[config.mk]
export PLATFORM = sky130hd
export DESIGN_NAME = gregorian_date_span_days_core
export DESIGN_NICKNAME = d
export VERILOG_FILES = /design/src/sv/gdsd_pkg.sv /design/src/sv/gregorian_date_span_days_core.sv /design/src/sv/gdsd_date_unit.sv
export SDC_FILE = /design/constraint.sdc
export NUM_CORES = 2
export LEC_CHECK = 0
export ABC_AREA = 1
export BUFFER_PORTS_ARGS = -buffer_cell sky130_fd_sc_hd__clkbuf_2
export CORE_ASPECT_RATIO = 0.8
export CORE_MARGIN = 5
export CORE_UTILIZATION = 45
export CTS_CLUSTER_DIAMETER = 100
export DETAILED_ROUTE_END_ITERATION = 8
export PLACE_DENSITY_LB_ADDON = 0.08
export SYNTH_ARGS = -nofsm -noshare
export SYNTH_HDL_FRONTEND = slang
export SYNTH_SLANG_ARGS = --single-unit
[constraint.sdc]
create_clock -name clock -period 14.55 [get_ports clock]
set_clock_uncertainty 0.05 [all_clocks]
set_input_delay 1.455 -clock clock [delete_from_list [all_inputs] [get_ports clock]]
set_output_delay 1.455 -clock clock [all_outputs]
set_load 0.1 [all_outputs]
[src/sv/gdsd_pkg.sv]
// Types, constants and calendar tables shared by the date span core.
package gdsd_pkg;

   localparam int YEAR_W  = 14;
   localparam int MONTH_W = 4;
   localparam int DAY_W   = 5;
   localparam int ORD_W   = 23;
   localparam int COUNT_W = 22;
   localparam int DOY_W   = 9;
   localparam int QUOT_W  = 8;

   localparam logic [12:0] RECIP_100   = 13'd5243;
   localparam int          RECIP_SHIFT = 19;
   localparam logic [8:0]  DAYS_YEAR   = 9'd365;

   localparam logic [MONTH_W-1:0] MONTH_JAN = 4'd1;
   localparam logic [MONTH_W-1:0] MONTH_FEB = 4'd2;
   localparam logic [MONTH_W-1:0] MONTH_DEC = 4'd12;
   localparam logic [DAY_W-1:0]   DAY_FEB_COMMON = 5'd28;
   localparam logic [DAY_W-1:0]   DAY_FEB_LEAP   = 5'd29;

   typedef enum logic [1:0] {
      DATE_OK    = 2'd0,
      DATE_MONTH = 2'd1,
      DATE_DAY   = 2'd2,
      DATE_FEB29 = 2'd3
   } date_check_type;

   typedef enum logic [2:0] {
      STATUS_OK          = 3'd0,
      STATUS_START_MONTH = 3'd1,
      STATUS_START_DAY   = 3'd2,
      STATUS_START_FEB29 = 3'd3,
      STATUS_END_MONTH   = 3'd4,
      STATUS_END_DAY     = 3'd5,
      STATUS_END_FEB29   = 3'd6,
      STATUS_ORDER       = 3'd7
   } status_type;

   typedef struct packed {
      logic [YEAR_W-1:0]  from_year;
      logic [MONTH_W-1:0] from_month;
      logic [DAY_W-1:0]   from_day;
      logic [YEAR_W-1:0]  to_year;
      logic [MONTH_W-1:0] to_month;
      logic [DAY_W-1:0]   to_day;
   } req_type;

   typedef struct packed {
      status_type         status;
      logic [COUNT_W-1:0] day_count;
   } rsp_type;

   function automatic logic [DAY_W-1:0] month_length(input logic [MONTH_W-1:0] m);
      logic [DAY_W-1:0] len;
      case (m)
         4'd1, 4'd3, 4'd5, 4'd7, 4'd8, 4'd10, 4'd12: len = 5'd31;
         4'd4, 4'd6, 4'd9, 4'd11:                   len = 5'd30;
         4'd2:                                      len = 5'd28;
         default:                                   len = 5'd0;
      endcase
      return len;
   endfunction

   function automatic logic [DOY_W-1:0] days_before_month(input logic [MONTH_W-1:0] m);
      logic [DOY_W-1:0] days;
      case (m)
         4'd1:    days = 9'd0;
         4'd2:    days = 9'd31;
         4'd3:    days = 9'd59;
         4'd4:    days = 9'd90;
         4'd5:    days = 9'd120;
         4'd6:    days = 9'd151;
         4'd7:    days = 9'd181;
         4'd8:    days = 9'd212;
         4'd9:    days = 9'd243;
         4'd10:   days = 9'd273;
         4'd11:   days = 9'd304;
         4'd12:   days = 9'd334;
         default: days = 9'd0;
      endcase
      return days;
   endfunction

   function automatic status_type merge_status(input date_check_type s_chk,
                                               input date_check_type e_chk);
      status_type st;
      case (s_chk)
         DATE_MONTH: st = STATUS_START_MONTH;
         DATE_DAY:   st = STATUS_START_DAY;
         DATE_FEB29: st = STATUS_START_FEB29;
         default: begin
            case (e_chk)
               DATE_MONTH: st = STATUS_END_MONTH;
               DATE_DAY:   st = STATUS_END_DAY;
               DATE_FEB29: st = STATUS_END_FEB29;
               default:    st = STATUS_OK;
            endcase
         end
      endcase
      return st;
   endfunction

endpackage

[src/sv/gregorian_date_span_days_core.sv]
// Top level of the Gregorian date span core: day count between two dates.
//
// Usage: drive a start and an end date on req_data and pulse start. A beat is
// taken at every rising edge where start is high and busy is low; busy is
// high only while reset is asserted, so one beat can be taken every cycle.
// Each beat gives exactly one result beat on rsp_data, marked by rsp_strobe
// for one cycle. The request passes through the input register, the ordinal
// register and the result register, and the strobe comes from the last.
// Results leave in the order the requests arrived. Throughput is one
// beat per cycle, set by the three-stage pipeline with no shared units.
// The receiver cannot stall the result channel, so no result ever waits.
// Status is nonzero for a bad month or day in either date, Feb 29 in a
// common year, or an end date before the start date; day_count is then 0.
// Spans above the day total of years 0 to MAX_YEAR saturate at that total.
// Synchronous reset empties the pipeline; beats in flight are dropped.
module gregorian_date_span_days_core #(
   parameter int MAX_YEAR = 9999
) (
   input  logic              clock,
   input  logic              reset,
   input  logic              start,
   output logic              busy,
   input  gdsd_pkg::req_type req_data,
   output logic              rsp_strobe,
   output gdsd_pkg::rsp_type rsp_data
);
   import gdsd_pkg::*;

   localparam int LimitRaw = 365 * (MAX_YEAR + 1) + (MAX_YEAR + 4) / 4
                           - (MAX_YEAR + 100) / 100 + (MAX_YEAR + 400) / 400;
   localparam int CountMax = (1 << COUNT_W) - 1;
   localparam int LimitInt = (LimitRaw > CountMax) ? CountMax : LimitRaw;
   localparam logic [COUNT_W-1:0] CountLimit = COUNT_W'(LimitInt);

   logic             accept;
   req_type          req_ff;
   logic             req_valid_ff;
   date_check_type   start_check;
   date_check_type   end_check;
   logic [ORD_W-1:0] start_ord;
   logic [ORD_W-1:0] end_ord;
   status_type       pre_status_in;
   status_type       pre_status_ff;
   logic [ORD_W-1:0] start_ord_ff;
   logic [ORD_W-1:0] end_ord_ff;
   logic             ord_valid_ff;
   logic [ORD_W-1:0] span;
   rsp_type          rsp_in;
   rsp_type          rsp_ff;
   logic             rsp_strobe_ff;

   assign busy   = reset;
   assign accept = start && !busy;

   always_ff @(posedge clock) begin
      if (reset) begin
         req_valid_ff <= 1'b0;
      end else begin
         req_valid_ff <= accept;
      end
      if (accept) begin
         req_ff <= req_data;
      end
   end

   gdsd_date_unit u_start_date (
      .year    (req_ff.from_year),
      .month   (req_ff.from_month),
      .day     (req_ff.from_day),
      .check   (start_check),
      .ordinal (start_ord)
   );

   gdsd_date_unit u_end_date (
      .year    (req_ff.to_year),
      .month   (req_ff.to_month),
      .day     (req_ff.to_day),
      .check   (end_check),
      .ordinal (end_ord)
   );

   assign pre_status_in = merge_status(start_check, end_check);

   always_ff @(posedge clock) begin
      if (reset) begin
         ord_valid_ff <= 1'b0;
      end else begin
         ord_valid_ff <= req_valid_ff;
      end
      pre_status_ff <= pre_status_in;
      start_ord_ff  <= start_ord;
      end_ord_ff    <= end_ord;
   end

   assign span = end_ord_ff - start_ord_ff;

   always_comb begin
      rsp_in.status    = pre_status_ff;
      rsp_in.day_count = '0;
      if (pre_status_ff == STATUS_OK) begin
         if (end_ord_ff < start_ord_ff) begin
            rsp_in.status = STATUS_ORDER;
         end else if (span > ORD_W'(CountLimit)) begin
            rsp_in.day_count = CountLimit;
         end else begin
            rsp_in.day_count = span[COUNT_W-1:0];
         end
      end
   end

   always_ff @(posedge clock) begin
      if (reset) begin
         rsp_strobe_ff <= 1'b0;
      end else begin
         rsp_strobe_ff <= ord_valid_ff;
      end
      rsp_ff <= rsp_in;
   end

   assign rsp_strobe = rsp_strobe_ff;
   assign rsp_data   = rsp_ff;

`ifndef NO_ASSERTIONS
   a_latency : assert property (@(posedge clock) disable iff (reset)
      accept |=> ##2 rsp_strobe)
      else $error("accepted beat did not give a result three cycles later");

   a_no_spurious : assert property (@(posedge clock) disable iff (reset)
      rsp_strobe |-> $past(accept, 3))
      else $error("result beat without a matching request beat");

   a_zero_on_error : assert property (@(posedge clock) disable iff (reset)
      (rsp_strobe && (rsp_data.status != STATUS_OK)) |-> (rsp_data.day_count == '0))
      else $error("nonzero day count with an error status");

   a_saturated : assert property (@(posedge clock) disable iff (reset)
      rsp_strobe |-> (rsp_data.day_count <= CountLimit))
      else $error("day count above the saturation limit");
`endif

endmodule

[src/sv/gdsd_date_unit.sv]
// Checks one calendar date and forms its ordinal day number.
module gdsd_date_unit (
   input  logic [gdsd_pkg::YEAR_W-1:0]  year,
   input  logic [gdsd_pkg::MONTH_W-1:0] month,
   input  logic [gdsd_pkg::DAY_W-1:0]   day,
   output gdsd_pkg::date_check_type     check,
   output logic [gdsd_pkg::ORD_W-1:0]   ordinal
);
   import gdsd_pkg::*;

   logic [26:0]         prod_floor;
   logic [27:0]         prod_ceil;
   logic [YEAR_W:0]     year_p99;
   logic [YEAR_W:0]     year_p3;
   logic [QUOT_W-1:0]   floor100;
   logic [QUOT_W-1:0]   ceil100;
   logic [QUOT_W:0]     ceil100_p3;
   logic                leap;
   logic [ORD_W-1:0]    days_before_year;
   logic [DOY_W-1:0]    day_of_year;

   // Exact for every 15-bit operand: the reciprocal error stays below one step.
   assign prod_floor = 27'(year) * 27'(RECIP_100);
   assign year_p99   = (YEAR_W+1)'(year) + (YEAR_W+1)'(99);
   assign prod_ceil  = 28'(year_p99) * 28'(RECIP_100);
   assign floor100   = prod_floor[RECIP_SHIFT +: QUOT_W];
   assign ceil100    = prod_ceil[RECIP_SHIFT +: QUOT_W];
   assign ceil100_p3 = (QUOT_W+1)'(ceil100) + (QUOT_W+1)'(3);
   assign year_p3    = (YEAR_W+1)'(year) + (YEAR_W+1)'(3);

   // A century year has equal floor and ceiling quotients by one hundred.
   assign leap = (year[1:0] == 2'b00) &&
                 ((floor100 != ceil100) || (floor100[1:0] == 2'b00));

   assign days_before_year = ORD_W'(year) * ORD_W'(DAYS_YEAR)
                           + ORD_W'(year_p3[YEAR_W:2])
                           - ORD_W'(ceil100)
                           + ORD_W'(ceil100_p3[QUOT_W:2]);

   assign day_of_year = days_before_month(month) + DOY_W'(day)
                      + DOY_W'((month > MONTH_FEB) && leap);

   assign ordinal = days_before_year + ORD_W'(day_of_year);

   always_comb begin
      if ((month < MONTH_JAN) || (month > MONTH_DEC)) begin
         check = DATE_MONTH;
      end else if (day == '0) begin
         check = DATE_DAY;
      end else if (month == MONTH_FEB) begin
         if (day <= DAY_FEB_COMMON) begin
            check = DATE_OK;
         end else if (day == DAY_FEB_LEAP) begin
            check = leap ? DATE_OK : DATE_FEB29;
         end else begin
            check = DATE_DAY;
         end
      end else if (day <= month_length(month)) begin
         check = DATE_OK;
      end else begin
         check = DATE_DAY;
      end
   end

endmodule

## Word-level counts from Yosys, hierarchy flattened

Memory sizes are Yosys's and may differ from the RTL's. A register that Yosys moved wholly into a read port is not among the register bits.
Index checks and enable logic that the tools add are counted.

| cells by class | value |
|---|---|
| $add $sub $neg | 19 |
| multipliers | 6 |
| $lt $le $gt $ge | 12 |
| equal/unequal tests | 12 |
| muxes and demuxes | 30 |
| bitwise operators | 1 |
| reduce and logical (&&, ||, !) cells | 19 |

Operator list:

| operator | number |
|---|---|
| multiplier 14 x 13 -> 27 bit, second input constant | 2 |
| multiplier 15 x 13 -> 27 bit, second input constant | 2 |
| adder 23 x 13 -> 23 bit | 2 |
| adder 23 x 7 -> 23 bit | 2 |
| adder 23 x 9 -> 23 bit | 2 |
| multiplier 14 x 9 -> 23 bit, second input constant | 2 |
| subtractor 23 x 8 -> 23 bit | 2 |
| 2-to-1 mux 22 bit | 2 |
| adder 14 x 2 -> 15 bit, second input constant | 2 |
| adder 14 x 7 -> 15 bit, second input constant | 2 |
| 2-to-1 mux 5 bit | 6 |
| 2-to-1 mux 2 bit | 14 |
| 2-to-1 mux 25 bit | 1 |
| greater-than comparator 23 x 22 -> 1 bit, second input constant | 1 |
| < comparator 23 bit | 1 |
| subtractor 23 bit | 1 |
| adder 8 x 2 -> 9 bit, second input constant | 2 |
| adder 9 x 1 -> 9 bit | 2 |
| adder 9 x 5 -> 9 bit | 2 |
| case mux 3 bit (3 select lines) | 2 |
| 2-to-1 mux 4 bit | 4 |
| != test 8 bit | 2 |
| == test 5 bit, second input constant | 2 |
| less-or-equal comparator 5 bit | 2 |
| other kinds (17) | 37 |

| storage, ports and cells | value |
|---|---|
| bits in registers | 123 |
| ROM bits | 448 |
| input bits | 49 |
| output and inout bits | 27 |
| logic and storage cells | 118 |
| memories kept | 4 |

Memory list:

| memory | depth | bits a word | read ports | clocked after memory_dff | write ports | line | RTL |
|---|---|---|---|---|---|---|---|
| (name not given) | 16 | 9 | 1 | 1 | 0 | gdsd_pkg.sv:67 | `case (m)` |
| (name not given) | 16 | 9 | 1 | 1 | 0 | gdsd_pkg.sv:67 |  |
| (name not given) | 16 | 5 | 1 | 1 | 0 | gdsd_pkg.sv:56 | `case (m)` |
| (name not given) | 16 | 5 | 1 | 1 | 0 | gdsd_pkg.sv:56 |  |

## Longest topological paths before layout

| depth | value |
|---|---|
| depth after elaboration | 14 |
| depth in mapped cells | 70 |
| gate-level depth less buffers | 70 |

## Modules after synthesis

From an unflattened synthesis, not the netlist that was laid out.

| second synthesis, totals | value |
|---|---|
| cell total of the unflattened synthesis | 4,277 |
| area, all modules | 32,965.4 µm² |

Modules (own cells, without submodules):

| module | instances | cells an instance | area an instance (µm²) | seq. area each (µm²) |
|---|---|---|---|---|
| gdsd_date_unit (u_start_date) | 1 | 1,867 | 14,014.7 | 0.0 |
| gdsd_date_unit (u_end_date) | 1 | 1,816 | 13,767.0 | 0.0 |
| gregorian_date_span_days_core | 1 | 594 | 5,183.7 | 2,922.8 |

## Worst setup path after synthesis

Ideal clock, no wire load.

| timing | value |
|---|---|
| path kind | reg2reg |
| start point | reg req_ff[33] (netlist name) |
| end point | reg start_ord_ff[21] |
| library setup time | 118 ps |
| arrival time | 11,991 ps |
| required time | 14,382 ps |
| path slack | 2,391 ps |
| stages on the path, launching flop included | 66 |
| buffers on the path | 0 |
| period minus slack after synthesis | 12,159 ps |
| path through | edfxtp_1 inv_1 ha_1 a21oi_1 nor2_1 inv_1 o31ai_1 inv_1 nor2_1 xor2_1 inv_1 fa_1 inv_1 ha_1 inv_1 fa_1 inv_1 fa_1 [... 30 more ...] inv_1 fa_1 inv_1 ha_1 a21oi_1 o21ai_0 nand2_1 o211ai_1 a31oi_1 o21ai_0 nand3_1 nand2_1 nand2_1 nand2_1 a21oi_1 nor2_1 nor2_1 xnor2_1 |

| between the ends | value |
|---|---|
| word-level cells in the longest chain between the ends | 8 |
| elaborated cells between the ends (all ways) | 17 |
| those cells by class | 8 x add/sub; 3 x mul; 1 x eq/ne; 5 x reduce/logical |

RTL lines:

| item | line | RTL |
|---|---|---|
| start: declaration | gregorian_date_span_days_core.sv:36 | `req_type req_ff;` |
| start signal: assignment | gregorian_date_span_days_core.sv:62 | `req_ff <= req_data;` |
| branches (longest 7 deep; another with multiplier 14 x 9 -> 23 bit) | n/a |  |
| adder 23 x 9 -> 23 bit (*) | gdsd_date_unit.sv:43 | `assign ordinal = days_before_year + ORD_W'(day_of_year);` |
| net start_ord[21] | gregorian_date_span_days_core.sv:40 | `logic [ORD_W-1:0] start_ord;` |
| end signal: assignment | gregorian_date_span_days_core.sv:91 | `start_ord_ff <= start_ord;` |
| end: declaration | gregorian_date_span_days_core.sv:44 | `logic [ORD_W-1:0] start_ord_ff;` |

Mark *: on every way through the listed nets, which the timed path passes.
A chain may end at the register's enable or synchronous reset.

## Worst setup path after layout

| timing | value |
|---|---|
| start point | reg req_ff[12] (netlist name) |
| end point | reg end_ord_ff[21] |

| between the ends | value |
|---|---|
| word-level cells in the longest chain between the ends | 8 |
| elaborated cells between the ends (all ways) | 16 |
| those cells by class | 8 x add/sub; 3 x mul; 1 x eq/ne; 4 x reduce/logical |

RTL lines:

| item | line | RTL |
|---|---|---|
| branches (longest 7 deep; another with multiplier 14 x 9 -> 23 bit) | n/a |  |
| adder 23 x 9 -> 23 bit (*) | gdsd_date_unit.sv:43 |  |
| net end_ord[21] | gregorian_date_span_days_core.sv:41 | `logic [ORD_W-1:0] end_ord;` |
| end signal: assignment | gregorian_date_span_days_core.sv:92 | `end_ord_ff <= end_ord;` |
| end: declaration | gregorian_date_span_days_core.sv:45 | `logic [ORD_W-1:0] end_ord_ff;` |

Marks and branches as above.

==> impl_results.md <==
* Run status: finished clean
* Worst-skew pair later-pin latency at about 0.48 ns
* Max incr delay on CP at around 0.57 ns
* CTS Buf Count at 17
* Max Root-Sink Buffers at 2
* Die Y at roughly 250 um
* Fmax at roughly 74 MHz
* Antenna viol nets, final at 0
* Die width at just over 300 um
* Seq/Total Area, Yosys at approximately a tenth
* Final Cycle Share at ~93%
* Slew HR at a little under a quarter
* Overall routing resource usage at a little under a quarter
* Pin count of the biggest net entering global routing at 50
* Setup WS post-layout at approximately 1 ns
* Post-synthesis cell area at between 30000 and 40000 um2
* Crit path time final at 13.55 ns
* Vias per std cell at 4.90
* Post-synth cell types at between 40 and 50
* I/O Buffers at 75
* Largest fanout on the critical path at 6
* Yosys reg bits at around 150
* Final WL at 88700 um
* GRT overflow at 0
* Met2 WL post-DR at around 32000 um
* CTS Hold Bufs at 0
* Via Count at 24900
* Worst path slowest cell: edfxtp_1
* Setup CP Type: flop to flop
* Critical path launch point type: flop
* Nets at 5245
* Area delta synth->final at 8.03%
* Commonest non-fill, non-tap cell in the layout: inv_1
* Core area at approximately 70000 um2
* Number of synthesized flops with an enable pin at 46
* Ys async rst share at 0%
* Post-synth net total at about 5100
* # clock sinks at approximately 150
* First-pass GRT wire length at around 140000 um
* Post-detail-place hpwl at about 79000 um
* Max layer used: met5
* Detailed Route Iter0 Violations at 1666
* Crit path DAT at approximately 14 ns
* Row count at between 80 and 90
* Diode count at 0
* WL/cell at roughly 17 um
* Starting density of the core at between 40 and 50%
* Die area at ~77000 um2
* Routability cong. at approximately 0.97
* CP dominant cell by count: fa_1
* Fin. Hold Viols at 0
* Worst Hold Class: flop to flop
* Ys Warns at 0
* Final setup violation count at 0
* Worst Setup End Kind: flop
* Share of cells above drive strength 1 at between 4 and 5%
* Worst-margin pin slew at ~1.1 ns
* First-pass DRT Iterations at 5
* Max Slew Vio Count at 0
* Clock H-tree levels at 4
* CTS Root Cell: clkbuf_16
* Wl on met1 at 47800 um
* Setup TNS at 0 ns
* Max-Cap Viols at 0
* Clock-pin slew on the worst setup and hold paths at about 0.080 ns
* Mapped Cells at roughly 4000
* Post-place setup slack at just under 0.8 ns
* Highest-count cells in the layout ignoring fill and taps: inv_1, nand2_1, ha_1
* Syn Area/Cell at 8.08 um2
* CTS tree: yes
* Ports at 76
* RSZ-0062 raised after global routing: false
* Vias in the first global route at 24500
* Main flop type after synthesis: dfxtp_1
* Number of remaining DRC errors at 0
* Fillers at 7126
* WL met3 at between 8000 and 9000 um
* Initial antenna violation count at 1
* Worst EP required at roughly 15 ns
-- worst max-delay path, delay by kind of cell (launching register included) --
kind | cells | cell delay, ns
buf+inv | 12 | 1.36
flops | 1 | 0.57
xor+xnor | 3 | 0.55
compound gates | 12 | 2.58
simple gates | 16 | 1.88
fa+ha+maj | 15 | 6.44
-- synthesized netlist by cell type, types with 2 or more instances --
cell type  instances  area share [%]
o21a_1             5            0.12
nand3b_1           9            0.21
o22ai_1            3           0.058
a21oi_1          155             2.4
a211oi_1           3           0.070
nor3_1            32            0.50
nand2_1          741             8.6
ha_1             627              24
o21ai_1           11            0.17
and2_1             2           0.039
dfxtp_1          101             6.3
nor2_4             2           0.070
fa_1             432              27
nand3_2            4            0.12
o21ai_2            2           0.054
or2_2              5           0.097
xor2_1           122             3.3
o221ai_1           4            0.11
a31oi_1            4           0.078
and3_1             2           0.039
inv_2              2           0.023
xor2_2             2            0.10
o31ai_1            2           0.047
xnor2_1           38             1.0
nand2_2            4           0.078
nor4_1             3           0.058
edfxtp_1          46             4.3
nor2_1           210             2.4
a21o_1            11            0.26
clkbuf_1           3           0.035
a21oi_2            9            0.24
inv_1           1097              13
nand3_1          131             2.0
o21bai_1          20            0.47
o211ai_1           3           0.070
o21ai_0           85             1.3
nand4_1           43            0.83
o2111ai_1          2           0.054
a21boi_0           4           0.093
-- worst paths after layout --
check	depth (start not counted)	to	start	slack, ns
worst min register to register	2	ord_valid_ff$_SDFF_PP0_	req_valid_ff$_SDFF_PP0_	0.36
worst min-delay path	2	ord_valid_ff$_SDFF_PP0_	req_valid_ff$_SDFF_PP0_	0.36
worst max register to register	58	end_ord_ff[21]$_DFF_P_	req_ff[12]$_DFFE_PP_	1.0
worst max-delay path	58	end_ord_ff[21]$_DFF_P_	req_ff[12]$_DFFE_PP_	1.0
-- final cells by class --
| class | count | area [um2] | share of cell area [%] |
|---|---|---|---|
| Sequential cell | 147 | 3400 | 9.78 |
| Clock inverter | 10 | 83.8 | 0.241 |
| Clock buffer | 22 | 497 | 1.43 |
| Timing Repair Buffer | 135 | 826 | 2.37 |
| Multi-Input combinational cell | 2736 | 24700 | 71.0 |
| Inverter | 1100 | 4130 | 11.9 |
| Tap cell | 934 | 1170 | 3.36 |
-- cells by family after synthesis --
logic type	synth area share (%)
buffers and inverters	12.9
adders and majority gates	51.2
AOI/OAI and AO/OA	5.75
and+or+nand+nor	15.2
DFF	10.6
xor gates and xnor gates	4.45
-- stage by stage --
stage	area, um2	hold WS (ns)	util (%)	cells
CTS	34600	0.363	49.0	5065
detailed placement	34100	0.353	48.1	5033
floorplan	32200	0.338	-	3988
finish	34800	0.359	49.2	5084
global placement	34100	0.343	48.1	5033
global route	34800	0.380	49.2	5084
-- metal layers --
metal / up-vias / GRT usage [%]
li1: 12500 / -
met1: 11700 / 38.7
met2: 645 / 29.3
met3: 40 / 7.90
met4: 2 / 2.35
met5: - / 0
-- what timing repair did --
| item | CTS | global route |
|---|---|---|
| resized for setup | 0 | 10 |
| setup endpoints to repair | 0 | 7 |
| setup buffers | 0 | 19 |
Power is not shown: default switching activity piles up to over one toggle a cycle in this logic, so the estimate is an artifact.
